===== config.mk =====
export PLATFORM = sky130hd
export DESIGN_NAME = vn2d_front
export DESIGN_NICKNAME = d
export VERILOG_FILES = /design/src/design/vector_normalize_2d_assert.svh /design/src/design/vn2d_pkg.sv /design/src/design/vn2d_front.sv
export SDC_FILE = /design/constraint.sdc
export NUM_CORES = 1
export LEC_CHECK = 0
export ABC_AREA = 1
export BUFFER_PORTS_ARGS = -buffer_cell sky130_fd_sc_hd__buf_2
export CAP_MARGIN = 20
export CORE_UTILIZATION = 40
export DETAILED_ROUTE_END_ITERATION = 12
export GPL_ROUTABILITY_DRIVEN = 1
export PLACE_DENSITY = 0.67
export SLEW_MARGIN = 20
export SYNTH_ARGS = -nofsm -noshare
export SYNTH_HDL_FRONTEND = slang
export SYNTH_SLANG_ARGS = --single-unit
export TNS_END_PERCENT = 10

===== constraint.sdc =====
create_clock -name clock -period 7.2 [get_ports clock]
set_clock_uncertainty 0.2 [all_clocks]
set_input_delay 0.36 -clock clock [delete_from_list [all_inputs] [get_ports clock]]
set_output_delay 0.36 -clock clock [all_outputs]
set_load 0.005 [all_outputs]

===== src/design/vector_normalize_2d_assert.svh =====
// assertion macros shared by the vector normalizer
`ifndef VECTOR_NORMALIZE_2D_ASSERT_SVH
`define VECTOR_NORMALIZE_2D_ASSERT_SVH

// same-cycle implication, checked outside reset
`define VN2D_ASSERT_IMPLY(label, clk, rst, pre, post, msg) \
   label: assert property (@(posedge clk) disable iff (rst) (pre) |-> (post)) \
      else $error(msg);

// next-cycle implication, checked outside reset
`define VN2D_ASSERT_NEXT(label, clk, rst, pre, post, msg) \
   label: assert property (@(posedge clk) disable iff (rst) (pre) |=> (post)) \
      else $error(msg);

`endif


===== src/design/vn2d_pkg.sv =====
// shared types and constants of the vector normalizer
package vn2d_pkg;

   // width of every component field on the ports
   localparam int FIELD_W = 16;
   localparam int UNIT_W  = 16;

   // input word: one vector
   typedef struct packed {
      logic signed [FIELD_W-1:0] x_in;
      logic signed [FIELD_W-1:0] y_in;
   } req_word_type;

   // result word: unit vector in fixed point plus failure flag
   typedef struct packed {
      logic signed [UNIT_W-1:0] x_unit;
      logic signed [UNIT_W-1:0] y_unit;
      logic                     zero_length;
   } rsp_word_type;

endpackage


===== src/design/vn2d_front.sv =====
// front stages: magnitudes, squares, length squared and starting remainders
module vn2d_front import vn2d_pkg::*; #(
   parameter int IN_WIDTH  = 16,
   parameter int FRAC_BITS = 14
) (
   input  logic                                     clock,
   input  logic                                     en_a,
   input  logic                                     en_b,
   input  req_word_type                             req_word,
   output logic [2*IN_WIDTH-1:0]                    s_ff,
   output logic signed [2*IN_WIDTH+2*FRAC_BITS+4:0] rx_ff,
   output logic signed [2*IN_WIDTH+2*FRAC_BITS+4:0] ry_ff,
   output logic signed [2*IN_WIDTH+2*FRAC_BITS+4:0] t_ff,
   output logic                                     nx_ff,
   output logic                                     ny_ff,
   output logic                                     zero_ff
);

   localparam int RAW_W = (IN_WIDTH > FIELD_W) ? IN_WIDTH : FIELD_W;
   localparam int SQ_W  = 2*IN_WIDTH - 1;
   localparam int S_W   = 2*IN_WIDTH;
   localparam int ACC_W = 2*IN_WIDTH + 2*FRAC_BITS + 5;

   logic [RAW_W-1:0]      raw_x;
   logic [RAW_W-1:0]      raw_y;
   logic [IN_WIDTH-1:0]   vx;
   logic [IN_WIDTH-1:0]   vy;
   logic                  nx_in;
   logic                  ny_in;
   logic [IN_WIDTH-1:0]   mx;
   logic [IN_WIDTH-1:0]   my;
   logic [2*IN_WIDTH-1:0] prod_x;
   logic [2*IN_WIDTH-1:0] prod_y;
   logic [SQ_W-1:0]       sqx_ff;
   logic [SQ_W-1:0]       sqy_ff;
   logic                  nxa_ff;
   logic                  nya_ff;
   logic [S_W-1:0]        s_in;
   logic [ACC_W-1:0]      sqx_ext;
   logic [ACC_W-1:0]      sqy_ext;
   logic signed [ACC_W-1:0] rx_in;
   logic signed [ACC_W-1:0] ry_in;
   logic signed [ACC_W-1:0] t_in;
   logic                  zero_in;

   // field bits above the input width are dropped, then sign is taken
   assign raw_x = RAW_W'(unsigned'(req_word.x_in));
   assign raw_y = RAW_W'(unsigned'(req_word.y_in));
   assign vx    = raw_x[IN_WIDTH-1:0];
   assign vy    = raw_y[IN_WIDTH-1:0];
   assign nx_in = vx[IN_WIDTH-1];
   assign ny_in = vy[IN_WIDTH-1];
   assign mx    = nx_in ? (-vx) : vx;
   assign my    = ny_in ? (-vy) : vy;

   // squares of the magnitudes
   assign prod_x = mx * mx;
   assign prod_y = my * my;

   always_ff @(posedge clock) begin
      if (en_a) begin
         sqx_ff <= prod_x[SQ_W-1:0];
         sqy_ff <= prod_y[SQ_W-1:0];
         nxa_ff <= nx_in;
         nya_ff <= ny_in;
      end
   end

   // length squared, remainder 4*m^2*2^(2f) - s, and first trial term (2^f - 1)*s
   assign sqx_ext = ACC_W'(sqx_ff);
   assign sqy_ext = ACC_W'(sqy_ff);
   assign s_in    = S_W'(sqx_ff) + S_W'(sqy_ff);
   assign rx_in   = (sqx_ext << (2*FRAC_BITS + 2)) - sqx_ext - sqy_ext;
   assign ry_in   = (sqy_ext << (2*FRAC_BITS + 2)) - sqx_ext - sqy_ext;
   assign t_in    = (sqx_ext << FRAC_BITS) + (sqy_ext << FRAC_BITS) - sqx_ext - sqy_ext;
   assign zero_in = (sqx_ff == '0) && (sqy_ff == '0);

   always_ff @(posedge clock) begin
      if (en_b) begin
         s_ff    <= s_in;
         rx_ff   <= rx_in;
         ry_ff   <= ry_in;
         t_ff    <= t_in;
         nx_ff   <= nxa_ff;
         ny_ff   <= nya_ff;
         zero_ff <= zero_in;
      end
   end

endmodule


Yosys cells after proc, flatten, opt, wreduce, memory -nomap -nowiden. Cells that the tools add are included.

Word-level logic and storage cells: 28. RAM bits: 0. Input bits: 35. Flip-flop bits (word level): 294. Memory bits (read-only): 0. Memories: 0. Latch bits: 0. Output and inout port bits: 230.

$lt $le $gt $ge: 0. Eq/ne operators: 0. $add $sub $neg: 10. Bitwise gates (word level): 0. Shifts and indexed selects: 0. Multiplexer cells: 2. Reduce and logical (&&, ||, !) cells: 3. Multipliers: 2. Divide/modulo/power cells: 0.

Operators by type and width (number): 62-bit by 32-bit subtractor with 63-bit output (2); 61-bit by 31-bit subtractor with 62-bit output (2); 31-bit zero test (2); 16-bit by 16-bit multiplier with 31-bit output (2); 47-bit by 32-bit subtractor with 48-bit output (1); 46-bit by 31-bit subtractor with 47-bit output (1); 45-bit by 45-bit adder with 46-bit output (1); 31-bit by 31-bit adder with 32-bit output (1); 16-bit two-way mux (2); 16-bit negator (2); 1-bit logical AND (1).

Logic depth before layout (Yosys ltp). Gate-level depths: netlist of the first run.

Word-level depth: 3. Depth in mapped cells: 35. Mapped depth without buffers: 34.

Least setup slack after synthesis of the first run. Ideal clock, no wire load.

Kind: in2reg. From: input req_word[16] (netlist bit). To: register sqx_ff[23], data pin. Data arrival time: 6906 ps. Path buffers: 2. Stages: 31. Slack: -165 ps. Library setup time: 259 ps. Data required time: 6741 ps. Cell sequence: clkinv_1 clkbuf_1 ha_1 inv_1 nor3_1 nand2_1 nand2_1 o21ai_0 or2_2 nand2_1 clkbuf_1 nand2_1 fa_1 inv_1 fa_1 inv_1 fa_1 inv_1 fa_1 fa_1 inv_1 fa_1 inv_1 ha_1 a21oi_1 o21ai_0 a21oi_1 o21ai_0 nand2_1 nand2_1 xor2_1.

Word-level cells in the longest chain between the ends: 3.

Ends and longest elaborated chain: from (decl) (line vn2d_front.sv:9) `input req_word_type req_word,`; 16-bit negator (line vn2d_front.sv:53) `assign mx = nx_in ? (-vx) : vx;`; 16-bit two-way mux * (line vn2d_front.sv:53); 16-bit by 16-bit multiplier with 31-bit output * (line vn2d_front.sv:57) `assign prod_x = mx * mx;`; named net prod_x[23] (line vn2d_front.sv:32) `logic [2*IN_WIDTH-1:0] prod_x;`; to (signal assigned) (line vn2d_front.sv:62) `sqx_ff <= prod_x[SQ_W-1:0];`; to (decl) (line vn2d_front.sv:34) `logic [SQ_W-1:0] sqx_ff;`.

The timed path passes the listed nets; every way through them passes the cells marked *. A chain may end at the register's enable or synchronous reset.

Worst setup path in the final report of the first run.
From: input req_word[17] (netlist bit). To: register sqx_ff[29], data pin.

Same word-level chain as after synthesis.

==> results of run 1 <==
[worst reg2reg max path: cells and delay by family (launching register included)]
family          cells  cell delay [ps]
xor+xnor            1              200
simple gates       12             1540
flops               1              820
fa+ha+maj           3             1280
buf+inv             3              460
compound gates      5              940
[metrics by stage]
stage / setup TNS (ps) / instance area (sq um) / instances / hold WS, ps / setup slack, ps
floorplan: -50.0 / 36700 / 5041 / 200 / -27.6
global placement: -332 / 39800 / 6505 / 203 / -123
detailed placement: -867 / 39800 / 6505 / 205 / -146
CTS: 0 / 40600 / 6558 / 220 / 16.2
global route: -331 / 40900 / 6565 / 225 / -74.2
finish: 0 / 40900 / 6566 / 221 / 227
[sequential cells by signal (all words and copies together) (netlist names)]
register and flops:
ry_ff 33, nx_ff 1, rx_ff 62, nya_ff 1
nxa_ff 1, sqx_ff 30, t_ff 45, s_ff 32
ny_ff 1, sqy_ff 30, zero_ff 1
[cell usage in the layout (no fill, tap or decap), types with 60 or more instances in the layout]
master,count
xor2_1,182
edfxtp_1,237
nand4_1,75
a21oi_1,201
inv_1,999
nand2_1,1277
buf_4,122
o21ai_0,108
nor2_1,618
nand3_1,207
ha_1,316
xnor2_1,60
fa_1,345
buf_2,262
[cell families after synthesis]
kind of cell,count (synthesis)
simple gates,2338
buf+inv,1113
fa+ha+maj,671
compound gates,416
xor+xnor,243
flops,237
other cells,2
[area by class of cell]
class                           instances  area (sq um)  area share, %
Antenna cell                            1          2.50        0.00611
Clock buffer                           29           641           1.56
Clock inverter                         17           165          0.403
Inverter                             1019          3830           9.37
Multi-Input combinational cell       3691         25400           61.9
Sequential cell                       237          7120           17.4
Tap cell                             1176          1470           3.59
Timing Repair Buffer                  396          2350           5.74
[path summary, 6_finish.rpt]
kind           startpoint    endpoint  slack, ps
min                nya_ff       ny_ff        220
max reg2reg     sqx_ff[3]    t_ff[40]       1520
min reg2reg        nya_ff       ny_ff        220
max          req_word[17]  sqx_ff[29]        230
[routing by layer]
layer  vias to the layer above  GRT usage [%]  part of all wire (%)
li1                      16200              -                     -
met3                       262           3.89                   6.9
met1                     16000           35.1                    42
met4                         0           9.28                   3.8
met5                         -              0                     0
met2                      1217           46.4                    47
[what timing repair did]
| item | in CTS | in global routing |
|---|---|---|
| hold buffers | 7 | 0 |
| buffers inserted | 0 | 7 |
| endpoints found under the setup margin | 0 | 21 |
| hold endpoints to repair | 51 | 0 |
| gates resized for setup | 0 | 73 |
==> summary.md, run 1 <==
| Metric | Value |
|---|---|
| Hold Crit Depth | `0` |
| Worst EP required | `about 7300 ps` |
| Clk root buf | `clkbuf_16` |
| Clk pin slew, worst setup/hold paths | `60 ps` |
| Initial DRC count | `2594` |
| Main synth FF type | `edfxtp_1` |
| Initial Utilization | `40.5%` |
| Yosys top cell area share | `19.4%` |
| Shortest period the worst path allows | `6970 ps` |
| Initial antenna violation count | `6` |
| Post-DRT Antenna Nets | `0` |
| Largest net degree at the start of global routing | `74` |
| Top cells by area, synth | `edfxtp_1 (19%), fa_1 (19%), nand2_1 (13%)` |
| Max_slew headroom | `37.8%` |
| Most common cell in the netlist | `nand2_1` |
| Worst Path Arrival | `7110 ps` |
| Port buffer count | `264` |
| CTS H-tree depth | `1` |
| Final core utilization | `45.3%` |
| GRT Residual Overflow | `0` |
| Crit path max fanout | `7` |
| Actual slew at the worst max-slew pin | `930 ps` |
| Slowest cell on crit path | `fa_1` |
| Max Cap Viol | `0` |
| EDFF count, synth | `~240` |
| Max incr delay on CP | `approximately 590 ps` |
| Final period utilization | `between 90% and 100%` |
| Share of cells above drive strength 1 | `approximately a tenth` |
| FP Rows | `110` |
| Status | `complete, no violations` |
| Vias per cell | `5.13` |
| Startpoint types | `input port` |
| FF-to-FF path depth | `24` |
| Critical path endpoint category | `flop` |
| Nets | `6076` |
| Drt pass-1 iters | `7` |
| Pins Over Slew Limit | `0` |
| DR DRC count | `0` |
| Xor-xnor portion of the synthesized cell area | `5.82%` |
| CTS Sinks | `237` |
| FF+latch count, synth | `~240` |
| Global-route wire length before repair | `around 190000 um` |
| Wire per inst | `19.6 um` |
| Clock buffer count from CTS | `25` |
| Worst-Skew Late Latency | `~600 ps` |
| FMAX | `approximately 140 MHz` |
| Max Root-Sink Buffers | `3` |
| Most area-hungry cell type in the Yosys netlist | `edfxtp_1` |
| Post-Synth Adder-Cell Area | `30.0%` |
| Stages on the worst setup path | `32` |
| Synth-to-layout area growth | `11.9%` |
| IO Pins | `265` |
| Compound-Gate Fraction of Synth Area | `6.27%` |
| RePlAce Congestion | `about 1.1` |
| Final wirelength | `128000 um` |
| TritonCTS clock tree | `yes` |
| Final Hold Fails | `0` |
| Syn Area/Cell | `7.29 sq um` |
| Crit-path leading delay family | `adder cells` |
| Post-synth ARST share | `0%` |
| Sequential share of the synthesized area | `19.4%` |
| Die width | `304 um` |
| Core area | `90300 sq um` |
| Mux share of post-synthesis cell area | `0%` |
| Fill cells | `9295` |
| Mapped Cells | `5020` |
| Critical path type | `in -> reg` |
| All-Layer GR Usage | `27.2%` |
| Total vias in the final route | `33700` |
| Die Y | `roughly 300 um` |
| Setup-failing EPs final | `0` |
| Mapped Area | `36600 sq um` |
| Vias in the first global route | `roughly 33000` |
| Synth top cells by count | `nand2_1 (1284), inv_1 (1001), nor2_1 (630), fa_1 (346), ha_1 (325)` |
| Most common cell on crit path | `fa_1` |
| Yosys warns | `0` |
| Post-DP HPWL | `110000 um` |
| Synth cell types | `50` |
| Largest family of logic cells by synthesized area | `adder cells` |
| Simple-gate area share of the yosys netlist | `26.3%` |
| RSZ-0062 raised after global routing | `yes` |
| WP buf/inv | `9` |
| Die area | `92700 sq um` |
| Worst Hold Class | `reg -> reg` |
Power of run 1 is not shown: default switching activity piles up to over one toggle a cycle in this logic, so the estimate is an artifact.
==> run 2, diff against run 1 <==
- CORE_UTILIZATION: 40 -> 45
- PLACE_DENSITY: 0.67 -> 0.73
==> run 2 against run 1 <==
Register-to-register slack gained 120 ps. Global-route usage grew 2.0 points. First-iteration DRC count increased by 13%. Utilization up 4.8 points. Via count grew 0.81%. Sequential cell count did not move. Non-clock buffer count down 33. Critical path depth is 8 lower. Wire length shrank 5.3%. Worst hold slack improved by 9.8 ps.
==> summary.md, run 2 (synthesis results as in run 1) <==
| Metric | Value |
|---|---|
| Status | `complete, no violations` |
| Final period utilization | `95.6%` |
| Vias in the first global route | `32700` |
| Met2 WL | `55800 um` |
| All-Layer GR Usage | `roughly 29%` |
| Crit-path leading delay family | `adder cells` |
| Initial antenna violation count | `3` |
| Reg2reg start | `sqx_ff[2]` |
| Post-DRT Antenna Nets | `0` |
| Fill cells | `roughly 8000` |
| Number of flip-flops in the largest register | `62` |
| Clock buffer count from CTS | `26` |
| Reg-to-Reg End | `t_ff[36]` |
| Final wirelength | `122000 um` |
| R2r setup slk | `1640 ps` |
| Startpoint types | `input port` |
| RePlAce Congestion | `approximately 1.2` |
| Worst-Skew Late Latency | `approximately 600 ps` |
| Initial DRC count | `2927` |
| RSZ-0062 raised after global routing | `no` |
| WP buf/inv | `8` |
| Hold Crit Depth | `0` |
| Met1 wire length | `49000 um` |
| Critical-path cell list | `dlygate4sd3_1 > clkbuf_4 > inv_1 > o21ai_0 > nand2_1 > inv_1 > buf_4 > nor2_1 > fa_1 > fa_1 > fa_1 > fa_1 > fa_1 > inv_1 > fa_1 > inv_1 > ha_1 > nand2_1 > o21ai_0 > a21oi_2 > o21ai_0 > buf_4 > a21oi_1 > xnor2_1` |
| Most flop-heavy register | `rx_ff` |
| Hold EP | `ny_ff` |
| Max incr delay on CP | `550 ps` |
| Clk root buf | `clkbuf_16` |
| Worst EP required | `roughly 7300 ps` |
| Commonest cells after routing, fill and taps aside | `nand2_1 (1284), inv_1 (1001), nor2_1 (630)` |
| Shortest period the worst path allows | `6890 ps` |
| Die width | `287 um` |
| Pins Over Slew Limit | `0` |
| Initial Utilization | `45.4%` |
| Slowest cell on crit path | `fa_1` |
| Die Y | `between 200 and 300 um` |
| Global-route wire length before repair | `184000 um` |
| Drt pass-1 iters | `8` |
| FMAX | `about 150 MHz` |
| FF-to-FF path depth | `15` |
| Setup-failing EPs final | `0` |
| Crit path max fanout | `14` |
| TritonCTS clock tree | `yes` |
| Wire length on met3 | `9990 um` |
| Vias per cell | `5.29` |
| Largest net degree at the start of global routing | `103` |
| Actual slew at the worst max-slew pin | `966 ps` |
| Max_slew headroom | `35.6%` |
| Final core utilization | `around half` |
| Max Root-Sink Buffers | `3` |
| CTS Sinks | `between 200 and 250` |
| Area of the multi-input gates | `approximately 25000 sq um` |
| Worst Path Arrival | `7000 ps` |
| Clk pin slew, worst setup/hold paths | `70 ps` |
| Wire per inst | `19.0 um` |
| Port buffer count | `roughly 260` |
| Setup WS pre-CTS | `-120 ps` |
| Max Cap Viol | `0` |
| Total vias in the final route | `33900` |
| FF+latch area | `7120 sq um` |
| Synth-to-layout area growth | `10.3%` |
| Uppermost layer routed | `met5` |
| Non-Filler Instances | `6418` |
| Commonest non-fill, non-tap cell in the layout | `nand2_1` |
| Hold_sp | `nya_ff` |
| IO Pins | `about 270` |
| CTS H-tree depth | `1` |
| Die area | `82500 sq um` |
| Most common cell on crit path | `fa_1` |
| FP Rows | `104` |
| Inserted Diodes | `0` |
| Final Hold Fails | `0` |
| Worst Hold Class | `reg -> reg` |
| Nets | `6044` |
| Inst Count DP | `6364` |
| Min setup slack post-route | `314 ps` |
| Critical path endpoint category | `flop` |
| Largest regs | `rx_ff: 62 flops, t_ff: 45 flops, ry_ff: 33 flops` |
| Core area | `80500 sq um` |
| Post-DP HPWL | `103000 um` |
| Share of cells above drive strength 1 | `8.92%` |
| GRT Residual Overflow | `0` |
| Critical path type | `in -> reg` |
| DR DRC count | `0` |
run 2: changes by cell type in the layout (fill, tap and decap cells not counted), moves of 7 or more:
cell / before / now
buf_4: 122 / 93
nor2_1: 618 / 630
a21oi_1: 201 / 212
a21oi_2: 14 / 3
nor2_2: 38 / 27
ha_1: 316 / 325
nand2_1: 1277 / 1284
run 2: final cells by class:
type / instances / share of cell area [%]
clock buffer: 28 / 1.63
clock inverter: 20 / 0.483
inverter: 1019 / 9.49
multi-input combinational: 3691 / 62.3
sequential: 237 / 17.6
tap: 1060 / 3.28
timing repair buffer: 363 / 5.18
run 2: layer usage:
layer,track usage (%),vias up
met5,0.930,-
met4,13.9,8
met3,5.13,353
met2,48.3,1491
met1,36.9,15900
li1,-,16200
run 2: how the worst max path moves through the flow:
stage / cells past startpoint / end / slack [ps] / from
global route: 31 / sqy_ff[28] / 4 / req_word[0]
detailed placement: 29 / sqy_ff[25] / -120 / req_word[0]
finish: 24 / sqx_ff[25] / 310 / req_word[31]
CTS: 28 / sqx_ff[25] / 250 / req_word[31]
floorplan: 31 / sqy_ff[28] / -30 / req_word[0]
global placement: 29 / sqx_ff[25] / -20 / req_word[17]
run 2: stage by stage:
stage	TNS [ps]	hold WS, ps	instance area (sq um)
finish	0	231	40400
global route	0	243	40400
CTS	0	230	40300
detailed placement	-800	214	39400
global placement	-20.9	202	39400
floorplan	-50.0	200	36700
run 2: what timing repair did:
item	in CTS	in global routing
setup endpoints to repair	0	13
hold endpoints to repair	6	0
hold buffers	6	0
buffers inserted	0	0
resized for setup	0	11
Power of run 2 is left out for the same reason.
