--- src/design/vector_normalize_2d_assert.svh ---
// assertion macros shared by the vector normalizer
`ifndef VECTOR_NORMALIZE_2D_ASSERT_SVH
`define VECTOR_NORMALIZE_2D_ASSERT_SVH

// same-cycle implication, checked outside reset
`define VN2D_ASSERT_IMPLY(label, clk, rst, pre, post, msg) \
   label: assert property (@(posedge clk) disable iff (rst) (pre) |-> (post)) \
      else $error(msg);

// next-cycle implication, checked outside reset
`define VN2D_ASSERT_NEXT(label, clk, rst, pre, post, msg) \
   label: assert property (@(posedge clk) disable iff (rst) (pre) |=> (post)) \
      else $error(msg);

`endif

--- src/design/vn2d_cell.sv ---
// one cell of the quotient chain: settles one result bit of one component
module vn2d_cell #(
   parameter int IN_WIDTH  = 16,
   parameter int FRAC_BITS = 14,
   parameter int BIT       = 14
) (
   input  logic                                     clock,
   input  logic                                     en,
   input  logic [2*IN_WIDTH-1:0]                    s_prev,
   input  logic signed [2*IN_WIDTH+2*FRAC_BITS+4:0] r_prev,
   input  logic signed [2*IN_WIDTH+2*FRAC_BITS+4:0] t_prev,
   input  logic [FRAC_BITS:0]                       q_prev,
   input  logic                                     neg_prev,
   output logic signed [2*IN_WIDTH+2*FRAC_BITS+4:0] r_ff,
   output logic signed [2*IN_WIDTH+2*FRAC_BITS+4:0] t_ff,
   output logic [FRAC_BITS:0]                       q_ff,
   output logic                                     neg_ff
);

   localparam int ACC_W = 2*IN_WIDTH + 2*FRAC_BITS + 5;
   localparam int Q_W   = FRAC_BITS + 1;
   localparam logic [Q_W-1:0] BIT_MASK = Q_W'(1) << BIT;

   logic signed [ACC_W-1:0] delta;
   logic signed [ACC_W-1:0] diff;
   logic signed [ACC_W-1:0] r_in;
   logic signed [ACC_W-1:0] t_in;
   logic [Q_W-1:0]          q_in;
   logic                    take;

   // trial: raising the odd multiple by 2^(b+1) costs 2^(b+2) * t
   assign delta = t_prev <<< (BIT + 2);
   assign diff  = r_prev - delta;
   // a quotient already at full scale takes no more bits
   assign take  = !q_prev[Q_W-1] && !diff[ACC_W-1];
   assign r_in  = take ? diff : r_prev;
   assign q_in  = take ? (q_prev | BIT_MASK) : q_prev;

   // trial term for the next lower bit
   generate
      if (BIT > 0) begin : g_next
         logic signed [ACC_W-1:0] s_ext;
         assign s_ext = ACC_W'(s_prev);
         assign t_in  = take ? (t_prev + (s_ext <<< BIT) + (s_ext <<< (BIT - 1)))
                             : (t_prev - (s_ext <<< (BIT - 1)));
      end else begin : g_last
         assign t_in = t_prev;
      end
   endgenerate

   always_ff @(posedge clock) begin
      if (en) begin
         r_ff   <= r_in;
         t_ff   <= t_in;
         q_ff   <= q_in;
         neg_ff <= neg_prev;
      end
   end

endmodule

--- config.mk ---
export PLATFORM = sky130hd
export DESIGN_NAME = vn2d_cell
export DESIGN_NICKNAME = d
export VERILOG_FILES = /design/src/design/vector_normalize_2d_assert.svh /design/src/design/vn2d_cell.sv
export SDC_FILE = /design/constraint.sdc
export NUM_CORES = 1
export LEC_CHECK = 0
export ABC_AREA = 1
export BUFFER_PORTS_ARGS = -buffer_cell sky130_fd_sc_hd__buf_2
export CORE_ASPECT_RATIO = 0.9
export CORE_MARGIN = 10
export CORE_UTILIZATION = 45
export DETAILED_ROUTE_END_ITERATION = 12
export GPL_TIMING_DRIVEN = 0
export PLACE_DENSITY = 0.75
export SLEW_MARGIN = 20
export SYNTH_ARGS = -nofsm -noshare
export SYNTH_HDL_FRONTEND = slang
export SYNTH_SLANG_ARGS = --single-unit
export TNS_END_PERCENT = 5
--- constraint.sdc ---
create_clock -name clock -period 3.13 [get_ports clock]
set_input_delay 0.4695 -clock clock [delete_from_list [all_inputs] [get_ports clock]]
set_output_delay 0.4695 -clock clock [all_outputs]
set_load 0.1 [all_outputs]
* After elaboration in Yosys (flattened, before gate mapping) *
Index checks and enable logic that the tools add are counted.

word-level totals
  bits in registers = 146
  output and inout port bits = 146

cells by class
  add/subtract/negate cells = 4
  multiplexer cells = 2
  reductions and logical operators = 3

operator list
  kind                                            count
  65-bit two-way mux                              2
  65-bit by 46-bit adder with 65-bit output       1
  65-bit by 47-bit adder with 65-bit output       1
  65-bit by 46-bit subtractor with 65-bit output  1
  65-bit subtractor                               1
  1-bit logical NOT                               2
  1-bit logical AND                               1

* Logic depth before layout (Yosys ltp) *
Gate-level depths: netlist (run 1).

  word-level depth = 4
  depth in mapped cells = 18

* Least setup slack after synthesis (run 1) *
No wires, ideal clock.

  kind = input-to-reg
  from = input port s_prev[0]
  to = register t_ff[50], data pin
  library setup time = 252 ps
  arrival time = 2501 ps
  data required time = 2878 ps
  setup slack = 377 ps
  stages = 16
  path through = fa_1 ha_1 inv_1 fa_1 nor2_1 o21ai_0 nand2_1 nand2_1 nand2_1 nand2_1 nand2_1 nand2_1 nand3_1 nand2_1 nand2_1 nand2_1

on the way
  cells in the longest elaborated chain, start to end = 3
  elaborated cells between the ends (all ways) = 4

RTL lines
  item                                       line             RTL
  start: declaration                         vn2d_cell.sv:9   input logic [2*IN_WIDTH-1:0] s_prev,
  65-bit by 47-bit adder with 65-bit output  vn2d_cell.sv:44  assign t_in = take ? (t_prev + (s_ext <<< BIT) + (s_ext <<< (BIT - 1)))
  65-bit by 46-bit adder with 65-bit output  vn2d_cell.sv:44
  65-bit two-way mux (*)                     vn2d_cell.sv:44
  net t_in[50]                               vn2d_cell.sv:27  logic signed [ACC_W-1:0] t_in;
  end signal: assignment                     vn2d_cell.sv:54  t_ff <= t_in;
  end: declaration                           vn2d_cell.sv:15  output logic signed [2*IN_WIDTH+2*FRAC_BITS+4:0] t_ff,

The timed path passes the listed nets; every way through them passes the cells marked *.
A chain may end at the register's enable or synchronous reset.

* Worst setup path in the final report (run 1) *
  from = input port s_prev[27]
  to = register t_ff[59], data pin

Same word-level chain as after synthesis.

==> impl_metrics.env, run 1 <==
export IMPL_hold_violations=0
export IMPL_htreeDepth=4
export IMPL_fin_crit_ns=3.05
export IMPL_clock_sinks=146
export IMPL_drc=0
export IMPL_worstPathArrival_ns=3.26
export IMPL_crit_chain="buf_2 -> fa_1 -> ha_1 -> a21oi_1 -> nor2_1 -> nor2_1 -> nand2_1 -> o21ai_0 -> nand3_1 -> nand2_1 -> nand2_1 -> nand2_1 -> nand2_1"
export IMPL_synth_compound_area_frac=0.0581
export IMPL_start_util=0.456
export IMPL_numCtsBuffers=17
export IMPL_wl_met3_mm=5.94
export IMPL_synthAdderAreaFrac=0.125
export IMPL_die_w_um=225
export IMPL_clock_path_buffers=2
export IMPL_rsz0062_at_grt="no"
export IMPL_maxCapViolCount=0
export IMPL_antenna_found_initial=2
export IMPL_avgSynthCellArea_um2=6.25
export IMPL_slew_headroom=0.523
export IMPL_cp_start_kind="primary input"
export IMPL_nNetsFinal=3382
export IMPL_cts_hold_buf=0
export IMPL_startpoint="s_prev[27]"
export IMPL_fin_area_um2=19800
export IMPL_synth_ff_latch_count=146
export IMPL_area_growth_pct=16.8
export IMPL_max_freq_ghz=0.327
export IMPL_num_rows=67
export IMPL_worstSetupPathType="primary input to register"
export IMPL_fillerInstances=3794
export IMPL_die_area_um2=45900
export IMPL_grt_max_degree=101
export IMPL_die_y_um=204
export IMPL_dr_wl_met2_mm=33.9
export IMPL_final_cell_mix="1139 x nand2_1, 476 x inv_1, 322 x buf_2"
export IMPL_grt_pass1_vias=18305
export IMPL_drive_gt1_frac=0.130
export IMPL_postSynthCellCount=2713
export IMPL_grt_usage=0.312
export IMPL_outcome="complete, no violations"
export IMPL_async_flop_share=0
export IMPL_worst_path_stages=13
export IMPL_hold_path_class="primary input to register"
export IMPL_cts_tree="done"
export IMPL_p_leak_nw=11.1
export IMPL_peakVddDrop_mv=0.396
export IMPL_synth_fp_nets=3042
export IMPL_ant_nets=0
export IMPL_dr_pass1_iters=6
export IMPL_core_area_um2=37200
export IMPL_via_per_inst=5.25
export IMPL_critPathMostFrequentCell="nand2_1"
export IMPL_yosys_cell_types_count=38
export IMPL_max_stage_delay_ns=0.55
export IMPL_grt_pass1_wl_mm=107
export IMPL_critPathCaptureType="register"
export IMPL_cts_root_buf="clkbuf_16"
export IMPL_slowest_stage="fa_1"
export IMPL_critical_path_top_delay_family="adder cells"
export IMPL_worst_slew_pin_slew_ns=0.716
export IMPL_instances_no_fill=3551
export IMPL_place_congestion=1.01
export IMPL_synthMuxAreaShare=0
export IMPL_dp_cells=3517
export IMPL_crit_fanout=7
export IMPL_cp_endpoint="t_ff[59]"
export IMPL_ys_warn_count=0
export IMPL_power_mw=10.5
export IMPL_grt_overflow_total=0
export IMPL_required_ns=3.33
export IMPL_timing_setup_tns_ns=0
export IMPL_crit_buf_inv=1
export IMPL_routed_top_layer="met4"
export IMPL_wl_per_cell_um=20.6
export IMPL_clk_pin_slew_worst_paths_ns=0.07
export IMPL_period_share=0.976
export IMPL_dpl_hpwl_mm=62.8
export IMPL_drt_met1_wl_mm=30.8
export IMPL_synth_xor_area_share=0.0475
export IMPL_synth_top_family_by_area="simple AND/OR/NAND/NOR gates"
export IMPL_synth_main_ff_cell="edfxtp_1"
export IMPL_port_buffers=320
export IMPL_place_area_um2=19200
export IMPL_io_pins=326
export IMPL_setup_viol=0
export IMPL_final_common_cell="nand2_1"
export IMPL_fin_util=0.533
export IMPL_synth_edf_count=146
export IMPL_ys_seq_area_frac=0.258
export IMPL_pwr_density_cell_nw_per_um2=528
export IMPL_drv_slew=0
export IMPL_totalWireLength_mm=73.1
export IMPL_drt_iter0_markers=1629
export IMPL_netlist_area_um2=17000
export IMPL_num_vias=18647
export IMPL_synthSimpleGateAreaFrac=0.390
routing by layer:
| layer | global-route usage | up-vias |
|---|---|---|
| met5 | 0 | - |
| met4 | 0.113 | 0 |
| met3 | 0.0580 | 122 |
| met2 | 0.525 | 756 |
| met1 | 0.393 | 8639 |
| li1 | - | 9130 |
sequential cells by signal, indices dropped and copies added (netlist names):
name	cells
r_ff	65
q_ff	15
t_ff	65
neg_ff	1
how the worst min path moves through the flow:
stage / from / end / slack (ns) / cells past startpoint
after global routing: q_prev[1] / q_ff[1] / 0.16 / 1
after CTS: q_prev[12] / q_ff[12] / 0.15 / 1
after detailed placement: q_prev[12] / q_ff[12] / 0.65 / 1
final: q_prev[12] / q_ff[12] / 0.17 / 1
after global placement: r_prev[15] / r_ff[15] / 0.65 / 1
after floorplan: neg_prev / neg_ff / 0.57 / 0
metrics by stage:
stage	hold WS (ns)	setup slack [ns]
2_1_floorplan	0.568	0.377
3_3_place_gp	0.646	-0.356
3_5_place_dp	0.648	-0.398
4_1_cts	0.148	0.100
5_1_grt	0.157	0.0132
6_report	0.167	0.0751
layout make-up:
cell class | count | area (um2) | share of cell area
well taps | 483 | 604 | 0.0305
plain buffers | 31 | 248 | 0.0125
flip-flops and latches | 146 | 4380 | 0.221
multi-input cells | 2054 | 10500 | 0.532
clock buffers | 18 | 429 | 0.0216
repair buffers | 321 | 1640 | 0.0827
inverters | 482 | 1810 | 0.0913
diodes | 2 | 5.00 | 0.000252
clock inverters | 14 | 168 | 0.00846
synth_stat cells (2+ instances only):
| library cell | n | area (um2) |
|---|---|---|
| buf_2 | 3 | 15.0 |
| inv_1 | 476 | 1790 |
| buf_1 | 5 | 18.8 |
| nor3_1 | 21 | 105 |
| nor2_1 | 255 | 957 |
| nand2_1 | 1141 | 4280 |
| o21bai_1 | 20 | 150 |
| nand3b_1 | 7 | 52.6 |
| ha_1 | 115 | 1440 |
| xnor2_1 | 8 | 70.1 |
| o211ai_1 | 3 | 22.5 |
| nand2_4 | 2 | 22.5 |
| a21boi_0 | 4 | 30.0 |
| nand4_1 | 62 | 388 |
| inv_2 | 6 | 22.5 |
| xor2_1 | 84 | 736 |
| or2_2 | 5 | 31.3 |
| nor4_1 | 6 | 37.5 |
| o21ai_0 | 39 | 195 |
| a21oi_1 | 104 | 521 |
| nor2_2 | 5 | 31.3 |
| nand3_2 | 2 | 20.0 |
| buf_6 | 17 | 191 |
| nand3_1 | 116 | 581 |
| edfxtp_1 | 146 | 4380 |
| clkbuf_1 | 6 | 22.5 |
| o21a_1 | 3 | 22.5 |
| and2_1 | 4 | 25.0 |
| a21o_1 | 4 | 30.0 |
| fa_1 | 34 | 681 |
| and3_1 | 3 | 18.8 |
power by group:
group | leakage (nW) | internal, mW | total (mW) | switching (mW)
logic | 9.41 | 1.25 | 5.67 | 4.43
clock network | 0.286 | 1.20 | 2.23 | 1.03
registers | 1.43 | 2.49 | 2.56 | 0.0762
cell families (layout without fill, tap and decap cells):
kind of cell / Yosys count / after routing
XOR/XNOR: 92 / 92
AND/OR/NAND/NOR: 1634 / 1634
flip-flops: 146 / 146
AO/OA/AOI/OAI: 179 / 179
other: 0 / 2
adder cells (fa/ha/maj): 149 / 149
buffers and inverters: 513 / 866
what timing repair did:
item,4_1_cts,5_1_grt
resized for setup,0,3
setup endpoints to repair,0,6
setup buffers,0,0
No activity file was read; power rests on OpenSTA's default activity.
==> inputs of run 2 (changes only) <==
Settings changed: CELL_PAD_IN_SITES_DETAIL_PLACEMENT set to 1, CELL_PAD_IN_SITES_GLOBAL_PLACEMENT set to 1, CORE_UTILIZATION 45 to 40, MAX_ROUTING_LAYER set to met4, PLACE_DENSITY 0.75 to 0.91.
==> run 2 against run 1 <==
  * Total power is 1.7% lower
  * Setup slack better by 0.045 ns
  * Clock power shrank 13%
  * Combinational power is 2% higher
  * Wire length grew 14%
  * Critical path type unchanged
  * Highest routed layer unchanged
  * Design area up 0.11%
==> impl_metrics.env, run 2 (synthesis gave the netlist of run 1 again) <==
export IMPL_worst_slew_pin_slew_ns=0.788
export IMPL_via_per_inst=5.34
export IMPL_place_area_um2=19300
export IMPL_outcome="complete, no violations"
export IMPL_grt_pass1_vias=20758
export IMPL_port_buffers=320
export IMPL_final_common_cell="nand2_1"
export IMPL_dr_pass1_iters=5
export IMPL_die_w_um=237
export IMPL_start_util=0.405
export IMPL_drt_iter0_markers=1420
export IMPL_peakVddDrop_mv=0.481
export IMPL_totalWireLength_mm=83.1
export IMPL_grt_usage=0.327
export IMPL_multiInputGateArea_um2=10500
export IMPL_reg_largest_list="r_ff: 65 flops, t_ff: 65 flops, q_ff: 15 flops"
export IMPL_pwr_density_cell_nw_per_um2=519
export IMPL_hold_ws_ns=0.149
export IMPL_clock_sinks=146
export IMPL_antenna_found_initial=1
export IMPL_required_ns=3.37
export IMPL_place_congestion=1.02
export IMPL_maxCapViolCount=0
export IMPL_drive_gt1_frac=0.129
export IMPL_power_mw=10.3
export IMPL_seqCellArea_um2=4380
export IMPL_placement_setup_worst_slack_ns=-0.504
export IMPL_num_rows=71
export IMPL_grt_overflow_total=0
export IMPL_wl_per_cell_um=23.0
export IMPL_period_share=0.962
export IMPL_fillerInstances=5860
export IMPL_hold_violations=0
export IMPL_crit_fanout=4
export IMPL_cts_tree="done"
export IMPL_grt_pass1_wl_mm=123
export IMPL_critPathCaptureType="register"
export IMPL_dpl_hpwl_mm=71.9
export IMPL_fin_area_um2=19800
export IMPL_setup_viol=0
export IMPL_htreeDepth=4
export IMPL_nNetsFinal=3384
export IMPL_area_growth_pct=17.0
export IMPL_cp_start_kind="primary input"
export IMPL_slew_headroom=0.469
export IMPL_ant_nets=0
export IMPL_fin_crit_ns=3.01
export IMPL_worstPathArrival_ns=3.25
export IMPL_die_area_um2=51100
export IMPL_timing_setup_tns_ns=0
export IMPL_max_freq_ghz=0.332
export IMPL_num_vias=19326
export IMPL_clk_pin_slew_worst_paths_ns=0.07
export IMPL_core_area_um2=41800
export IMPL_drc=0
export IMPL_numCtsBuffers=17
export IMPL_postLayoutSetupSlackWorst_ns=0.120
export IMPL_final_cell_mix="1139 x nand2_1, 476 x inv_1, 322 x buf_2"
export IMPL_rsz0062_at_grt="yes"
export IMPL_hold_path_class="primary input to register"
export IMPL_drv_slew=0
export IMPL_clock_path_buffers=2
export IMPL_io_pins=326
export IMPL_die_y_um=215
export IMPL_worstSetupPathType="primary input to register"
export IMPL_cts_root_buf="clkbuf_16"
export IMPL_p_leak_nw=11.1
export IMPL_grt_max_degree=98
[run 2: timing repair]
item,in CTS,in global routing
pin swaps,1,0
resized for setup,0,4
buffers inserted,2,0
setup endpoints to repair,1,26
hold buffers,0,0
[run 2: area by class of cell]
type,count,share of cell area
Clock inverter,14,0.00448
Buffer,31,0.0125
Multi-Input combinational cell,2054,0.531
Timing Repair Buffer,323,0.0840
Tap cell,547,0.0345
Inverter,482,0.0912
Sequential cell,146,0.221
Clock buffer,18,0.0216
Antenna cell,1,0.000126
[run 2: routing by layer]
metal  track usage  part of all wire  vias up
li1              -                 -     9137
met5             -                 0        -
met1         0.389              0.43     9478
met4         0.116             0.031        0
met2         0.560              0.49      585
met3        0.0410             0.047      126
[run 2: critical path, cell delays in order]
cell and delay (ns):
buf_2 0.16, fa_1 0.52, ha_2 0.24, inv_1 0.08
fa_1 0.48, inv_1 0.12, nand3_1 0.08, nand3_1 0.26
nand2_1 0.10, nand2_1 0.25, nand2_1 0.09, nand2_1 0.12
xor2_1 0.07, nand2_1 0.13, nand2_1 0.06
[run 2: worst paths after layout]
check / startpoint / cells after the start / to / slack (ns)
setup / recovery: s_prev[1] / 15 / t_ff[48] / 0.12
hold / removal: q_prev[2] / 1 / q_ff[2] / 0.15
[run 2: stage by stage]
step | cells | util
6_report | 3616 | 0.474
5_1_grt | 3616 | 0.474
4_1_cts | 3615 | 0.474
3_5_place_dp | 3581 | 0.461
3_3_place_gp | 3580 | 0.460
2_1_floorplan | 2713 | -
[run 2: where the power goes]
| part | switching [mW] | internal [mW] |
|---|---|---|
| clock | 0.946 | 1.00 |
| sequential | 0.0856 | 2.49 |
| combinational | 4.51 | 1.26 |
==> inputs of run 3 (changes only) <==
Settings changed: CELL_PAD_IN_SITES_DETAIL_PLACEMENT 1 to unset, CELL_PAD_IN_SITES_GLOBAL_PLACEMENT 1 to unset, CORE_ASPECT_RATIO 0.9 to 1.4, CORE_UTILIZATION 40 to 45, PLACE_DENSITY 0.91 to 0.75.
==> run 3 against run 2 <==
  * Total power rose by 1.9%
  * Largest power group unchanged
  * Sequential cell count did not move
  * Sequential power is essentially flat
  * Via count down 3.8%
  * Core utilization increased by 5.7 points
  * Non-clock buffer count rose by 2
==> impl_metrics.env, run 3 (synthesis gave the netlist of run 1 again) <==
export IMPL_p_int_mw=4.81
export IMPL_via_per_inst=5.24
export IMPL_seqCellArea_um2=4380
export IMPL_slew_headroom=0.449
export IMPL_instances_no_fill=3546
export IMPL_p_leak_nw=11.1
export IMPL_final_cell_mix="1133 x nand2_1, 476 x inv_1, 322 x buf_2"
export IMPL_hold_violations=0
export IMPL_cp_start_kind="primary input"
export IMPL_die_y_um=250
export IMPL_clock_path_buffers=2
export IMPL_worstPathArrival_ns=3.34
export IMPL_die_w_um=184
export IMPL_hp_start="r_prev[7]"
export IMPL_num_rows=84
export IMPL_dp_cells=3507
export IMPL_critPathCaptureType="register"
export IMPL_worstSetupPathType="primary input to register"
export IMPL_switching_share=0.541
export IMPL_drv_slew=0
export IMPL_nNetsFinal=3386
export IMPL_wl_per_cell_um=22.2
export IMPL_antenna_found_initial=2
export IMPL_clock_sinks=146
export IMPL_setup_viol=0
export IMPL_num_vias=18592
export IMPL_grt_use_met2=0.611
export IMPL_pwr_share_seq=0.243
export IMPL_drc=0
export IMPL_grt_busiest_layer="met2"
export IMPL_cts_tree="done"
export IMPL_place_congestion=1.07
export IMPL_grt_pass1_vias=19082
export IMPL_hold_depth=1
export IMPL_critical_path_top_delay_family="simple AND/OR/NAND/NOR gates"
export IMPL_numCtsBuffers=17
export IMPL_cts_root_buf="clkbuf_16"
export IMPL_maxCapViolCount=0
export IMPL_multiInputGateArea_um2=10600
export IMPL_postLayoutSetupSlackWorst_ns=0.0234
export IMPL_start_util=0.453
export IMPL_hold_ws_ns=0.173
export IMPL_hold_path_class="primary input to register"
export IMPL_totalWireLength_mm=78.8
export IMPL_period_share=0.993
export IMPL_use_met3=0.0526
export IMPL_peakVddDrop_mv=0.311
export IMPL_dr_pass1_iters=8
export IMPL_required_ns=3.36
export IMPL_die_area_um2=46000
export IMPL_final_common_cell="nand2_1"
export IMPL_fin_crit_ns=3.11
export IMPL_placement_setup_worst_slack_ns=-0.825
export IMPL_area_growth_pct=17.2
export IMPL_pwr_density_cell_nw_per_um2=528
export IMPL_crit_chain="buf_2 -> fa_1 -> ha_1 -> nand2_1 -> nand2_1 -> inv_1 -> nand2_1 -> a21oi_1 -> nand2_2 -> nand3_1 -> nand3_1 -> nand2_1 -> nand2_1 -> nand2_1 -> nand2_1"
export IMPL_max_stage_delay_ns=0.47
export IMPL_ant_nets=0
export IMPL_fillerInstances=3839
export IMPL_rsz0062_at_grt="yes"
export IMPL_clk_pin_slew_worst_paths_ns=0.07
export IMPL_use_met1=0.310
export IMPL_grt_max_degree=97
export IMPL_p_sw_mw=5.68
export IMPL_crit_fanout=4
export IMPL_worst_slew_pin_slew_ns=0.821
export IMPL_slowest_stage="fa_1"
export IMPL_outcome="complete, no violations"
export IMPL_crit_buf_inv=2
export IMPL_drive_gt1_frac=0.136
export IMPL_critPathMostFrequentCell="nand2_1"
export IMPL_io_pins=326
export IMPL_grt_pass1_wl_mm=115
export IMPL_power_mw=10.5
export IMPL_grt_overflow_total=0
export IMPL_max_freq_ghz=0.322
export IMPL_dpl_hpwl_mm=68.2
export IMPL_htreeDepth=4
export IMPL_clkPwrFrac=0.205
export IMPL_grt_usage=0.347
export IMPL_drt_iter0_markers=1065
export IMPL_p_comb_frac=0.552
export IMPL_core_area_um2=37400
export IMPL_reg_largest_list="r_ff: 65 flops, t_ff: 65 flops, q_ff: 15 flops"
export IMPL_min_to="r_ff[7]"
export IMPL_port_buffers=320
==> run 3: cell types whose count changed in the layout (fill, tap and decap cells not counted), moves of 3 or more <==
| cell | before | now |
|---|---|---|
| nand2_1 | 1139 | 1133 |
| clkinvlp_4 | 4 | 1 |
| a21oi_1 | 104 | 101 |
| a21oi_2 | 1 | 4 |
| nor2_1 | 255 | 252 |
| nand2_2 | 3 | 8 |
| clkinv_1 | 5 | 1 |
| clkinv_4 | 0 | 3 |
==> run 3: power groups by stage <==
| stage | logic [mW] | registers [mW] | clock network [mW] |
|---|---|---|---|
| floorplan | 2.20 | 4.45 | 0 |
| global placement | 5.62 | 2.59 | 0 |
| detailed placement | 5.66 | 2.59 | 0 |
| CTS | 5.70 | 2.55 | 2.17 |
| global route | 6.13 | 2.58 | 2.22 |
| finish | 5.79 | 2.55 | 2.15 |
==> run 3: worst max path at each step <==
stage,start,endpoint,cells past startpoint
floorplan,s_prev[0],t_ff[50],16
global placement,t_prev[26],t_ff[59],13
detailed placement,t_prev[26],t_ff[59],13
CTS,s_prev[1],t_ff[50],17
global route,r_prev[16],r_ff[43],20
finish,t_prev[28],t_ff[61],15
==> run 3: stage by stage <==
stage / utilization / cell area, um2 / setup TNS, ns
3_5_place_dp: 0.513 / 19200 / -39.83
6_report: 0.531 / 19900 / 0
4_1_cts: 0.530 / 19800 / 0
5_1_grt: 0.531 / 19900 / -0.00422
2_1_floorplan: - / 17000 / 0
3_3_place_gp: 0.512 / 19200 / -48.65
==> run 3: final cells by class <==
cell class | instances | share of cell area
multi-input cells | 2054 | 0.532
flip-flops and latches | 146 | 0.221
inverters | 482 | 0.0910
repair buffers | 325 | 0.0846
well taps | 473 | 0.0298
clock buffers | 17 | 0.0214
plain buffers | 31 | 0.0126
clock inverters | 15 | 0.00730
diodes | 3 | 0.000378
==> run 3: metal layers <==
metal	share of wire	vias up
met3	0.057	289
met5	0	-
li1	-	9141
met4	0.11	0
met2	0.50	839
met1	0.33	8323
==> run 3: what timing repair did <==
item,4_1_cts,5_1_grt
endpoints found under the setup margin,10,17
gates resized for setup,9,13
hold buffers,0,0
setup buffers,2,2
pin swaps,1,1
